<file path="src/hcs_ram.sv">
// Generic single-write, single-read RAM with a registered read port.
// Depends on nothing.
`timescale 1ns / 1ps
`default_nettype none
module hcs_ram #(
	parameter int WIDTH = 8,
	parameter int DEPTH = 16
) (
	input  wire logic                     clk,
	input  wire logic                     we,
	input  wire logic [$clog2(DEPTH)-1:0] waddr,
	input  wire logic [WIDTH-1:0]         wdata,
	input  wire logic [$clog2(DEPTH)-1:0] raddr,
	output logic      [WIDTH-1:0]         rdata
);

	logic [WIDTH-1:0] mem_q [DEPTH];

	always_ff @(posedge clk) begin
		if (we) begin
			mem_q[waddr] <= wdata;
		end
		rdata <= mem_q[raddr];
	end

endmodule
`default_nettype wire

</file>
<file path="config.mk">
export PLATFORM = sky130hd
export DESIGN_NAME = hcs_ram
export DESIGN_NICKNAME = d
export VERILOG_FILES = /design/src/hcs_ram.sv
export SDC_FILE = /design/constraint.sdc
export NUM_CORES = 1
export LEC_CHECK = 0
export ABC_AREA = 1
export BUFFER_PORTS_ARGS = -buffer_cell sky130_fd_sc_hd__buf_4
export CORE_ASPECT_RATIO = 1.5
export CORE_MARGIN = 4
export CORE_UTILIZATION = 55
export DETAILED_ROUTE_END_ITERATION = 8
export GPL_TIMING_DRIVEN = 1
export PLACE_DENSITY = 0.72
export SLEW_MARGIN = 20
export SYNTH_ARGS = -nofsm -noshare
export SYNTH_HDL_FRONTEND = slang
export SYNTH_SLANG_ARGS = --single-unit
</file>
<file path="constraint.sdc">
create_clock -name clk -period 1.2 [get_ports clk]
set_input_delay 0.12 -clock clk [delete_from_list [all_inputs] [get_ports clk]]
set_output_delay 0.12 -clock clk [all_outputs]
set_load 0.03 [all_outputs]
</file>
* After elaboration in Yosys (flattened, before gate mapping)
Memories as Yosys holds them, arrays and structs flattened. A register that Yosys moved wholly into a read port is not among the register bits. Index checks and enable logic that the tools add are counted.
Storage, ports and cells: memory bits (writable) 128, latch bits 0, register bits after elaboration 0, output and inout port bits 8, input bits 18, memory bits (read-only) 0, memories kept 1, word-level logic and storage cells 3
Memory list:
- mem_q | words 16, bits a word 8, rd ports 1, clocked after Yosys merged registers in 1, wr ports 1, RTL line 17 | logic [WIDTH-1:0] mem_q [DEPTH];
Operators by class: shifts and indexed selects 0, add/subtract/negate cells 0, $lt $le $gt $ge 0, divide/modulo/power cells 0, $mul 0, mux-type cells 2, reduce and logical (&&, ||, !) cells 0, bitwise gates (word level) 0, equality and inequality tests 0
Operator list (count):
- 2-to-1 mux 1 bit | 2

* Logic depth before layout (Yosys ltp)
depth in word-level cells 2, gate-level depth with buffers 8, gate-level depth less buffers 7

* Worst setup path before layout
OpenSTA, ideal clock, no wires.
path type input -> register, from in waddr[2], to mem mem_q[10][0] (enable), cell stages on the path 2, path buffers 0, setup time 370 ps, arrival time 701 ps, required time 830 ps, slack 129 ps, cells stage by stage nand3b_1 > nor2_1
RTL lines:
- start: declaration | RTL line 11 | input wire logic [$clog2(DEPTH)-1:0] waddr,
- end: declaration | RTL line 17
No word-level cell before the write port.

* Worst setup path after layout
from reg rdata[5] (read register of mem_q), to out rdata[5]
RTL lines:
- start: declaration | RTL line 14 | output logic [WIDTH-1:0] rdata
No word-level cell between the ends.

==> out/metrics.yaml <==
sta:
  worst_slew_pin_slew_ns: 0.2944
  relSlewSlack: 0.8037
  finalMaxSlewViolations: 0
  hold_slack_ns: 0.02565
  rsz0062_at_grt: "no"
  setup_viol: 0
  min_period_ns: 1.076
  max_freq_ghz: 0.9290
  hold_viol_final: 0
  fin_setup_tns_ns: 0
  skew_ns: 0.004708
  finalCritPeriodShare: 0.8970
synthesis:
  synth_top_area_share: 0.6665
  ys_types: 12
  synth-main-ff-cell: "edfxtp_1"
  ys_seq_elements: 136
  synth_most_common_cell: "nand2_1"
  async_flop_share: 0
  post-synth-top-area-cell: "edfxtp_1"
  synth_edf_count: 128
  netlist_top_cells_count: "nand2_1 (173), edfxtp_1 (128), inv_1 (100)"
  syn_inst: 551
  synth_seq_area_share: 0.6943
  syn_avg_cell_area_um2: 10.47
  syn-cell-area_um2: 5767
  synth-warning-count: 0
  synth_nets: 569
  synth.area.top_cells: "edfxtp_1 (67%), nand2_1 (11%), nand3_1 (8.4%), inv_1 (6.5%), dfxtp_1 (2.8%)"
cells_and_area:
  nets: 619
  syn_to_final_growth_pct: 17.92
  antennaDiodeCount: 0
  postLayoutCellArea_um2: 6800
  drive_gt1_frac: 0.1401
  stdcell_count: 755
  nFillCells: 743
  final_util: 0.6673
drt:
  wl_per_cell_um: 17.03
  dr.pass1.iters: 5
  vias: 3954
  drcViolationCount: 0
  routed_via_density: 5.237
  drt-initial-drc-count: 294
  postRouteWirelength_um: 12850
  drt.antenna.violating_nets: 0
clock_tree:
  clkSlewWorstSetupHoldPaths_ns: 0.06
  cts_tree: "built"
  clk-insertion-delay-late_ns: 0.42
  hold_buffers: 0
  cts_resized: 0
  cts_sinks: 136
  numCtsBuffers: 17
  clockBufferDepth: 2
  cts_root_buf: "clkbuf_16"
  post_cts_buffers: 0
  htreeDepth: 4
critical_path:
  cp_cell_sequence: "buf_4"
  cp-end-kind: "primary output"
  critical_path.max_stage_delay_ns: 0.37
  path_max_fanout: 1
  critical_path_buf_inv_count: 1
  startpoint: "rdata[5]"
  setup.worst_path.start_class: "flop"
  critPathCapture: "rdata[5]"
  worstRegToRegCells: 6
  crit_required_ns: 1.08
  r2r-end: "rdata[3]"
  cp_num_cells: 1
  crit_slowest_cell: "dfxtp_1"
  critical_path_arrival_ns: 0.96
  critPathKind: "flop to primary output"
  ff2ff_setup_slack_ns: 0.16
  timing.rr.start: "mem_q[9][3]"
  crit_family: "flip-flops"
flow_run:
  cap_violations: 0
global_routing:
  grt_pass1_wl_um: 20690
  grt_usage: 0.2275
  antenna_found_initial: 0
  grt_pass1_vias: 3953
  gr-total-overflow: 0
  grt_max_degree: 29
place:
  gp_congestion: 0.8378
  io_buffers: 25
  place_inst: 723
  placedInstanceArea_um2: 6215
  hpwl_um: 8253
floorplan:
  core_area_um2: 10190
  fp.dieW_um: 91.61
  fp-row-count: 45
  die_height_um: 133.4
  ios: 26
  start_util: 0.5659
  dieArea_um2: 12220
power:
  ir_worst_vdd_uv: 1443
  powerDensity_nw_per_um2: 1646
  leakagePower_nw: 2.976
run_status:
  status: "finished, final reports clean"
hold_path:
  min_path_type: "input port to flop"
-- sequential cells by signal, summed over array words and instances, names as in the netlist --
name and cells:
mem_q 128, rdata 8
-- metal layers --
| metal | share of wire | GRT usage | vias up | wire length, um |
|---|---|---|---|---|
| met5 | 0 | 0 | - | 0 |
| met4 | 0.031 | 0.1099 | 0 | 399 |
| met3 | 0.061 | 0.04237 | 31 | 785 |
| met2 | 0.53 | 0.4002 | 157 | 6810 |
| met1 | 0.38 | 0.2651 | 1889 | 4859 |
| li1 | - | - | 1877 | - |
-- worst min-delay path by stage --
stage                        start     endpoint  slack, ns  cells after the start
after global routing      raddr[3]     rdata[7]       0.05                      3
after global placement    raddr[3]     rdata[6]       0.44                      3
after detailed placement  raddr[3]     rdata[7]       0.44                      3
after CTS                 raddr[3]     rdata[2]       0.01                      3
final                     raddr[3]     rdata[2]       0.03                      3
after floorplan           wdata[0]  mem_q[0][0]       0.22                      0
-- cell families after synthesis --
logic type | count (synthesis) | share of synthesized area
buf+inv | 126 | 0.09525
flops | 136 | 0.6943
simple gates | 289 | 0.2105
-- cells in the final DEF (no fill, tap or decap) --
cell,count
bufinv_16,3
clkinv_4,1
clkinv_2,4
nand2_1,173
nand3_1,97
inv_1,100
edfxtp_1,128
buf_12,2
inv_2,2
clkinvlp_4,4
nand3b_1,2
buf_4,53
clkbuf_16,17
nor2_1,17
dfxtp_1,8
clkinv_1,3
-- power by group --
part,internal [mW],switching (mW)
sequential,5.31,0.0359
clock,3.22,1.87
combinational,0.248,0.513
-- final cells by class --
type                    count  area (um2)  share of cell area
well taps                 141       176.4             0.02594
clock buffers              17       425.4             0.06256
clock inverters            15       160.2             0.02355
multi-input cells         289        1214              0.1785
inverters                 102       382.9             0.05630
repair buffers             55       437.9             0.06440
flip-flops and latches    136        4004              0.5888
-- metrics by stage --
| stage | total power, mW | setup slack (ns) |
|---|---|---|
| 6_report | 11.20 | 0.1236 |
| 3_5_place_dp | 6.203 | 0.01486 |
| 5_1_grt | 11.55 | 0.06775 |
| 3_3_place_gp | 6.187 | 0.04347 |
| 4_1_cts | 11.25 | 0.1095 |
| 2_1_floorplan | 5.872 | 0.1292 |
No activity file was read; power rests on OpenSTA's default activity.
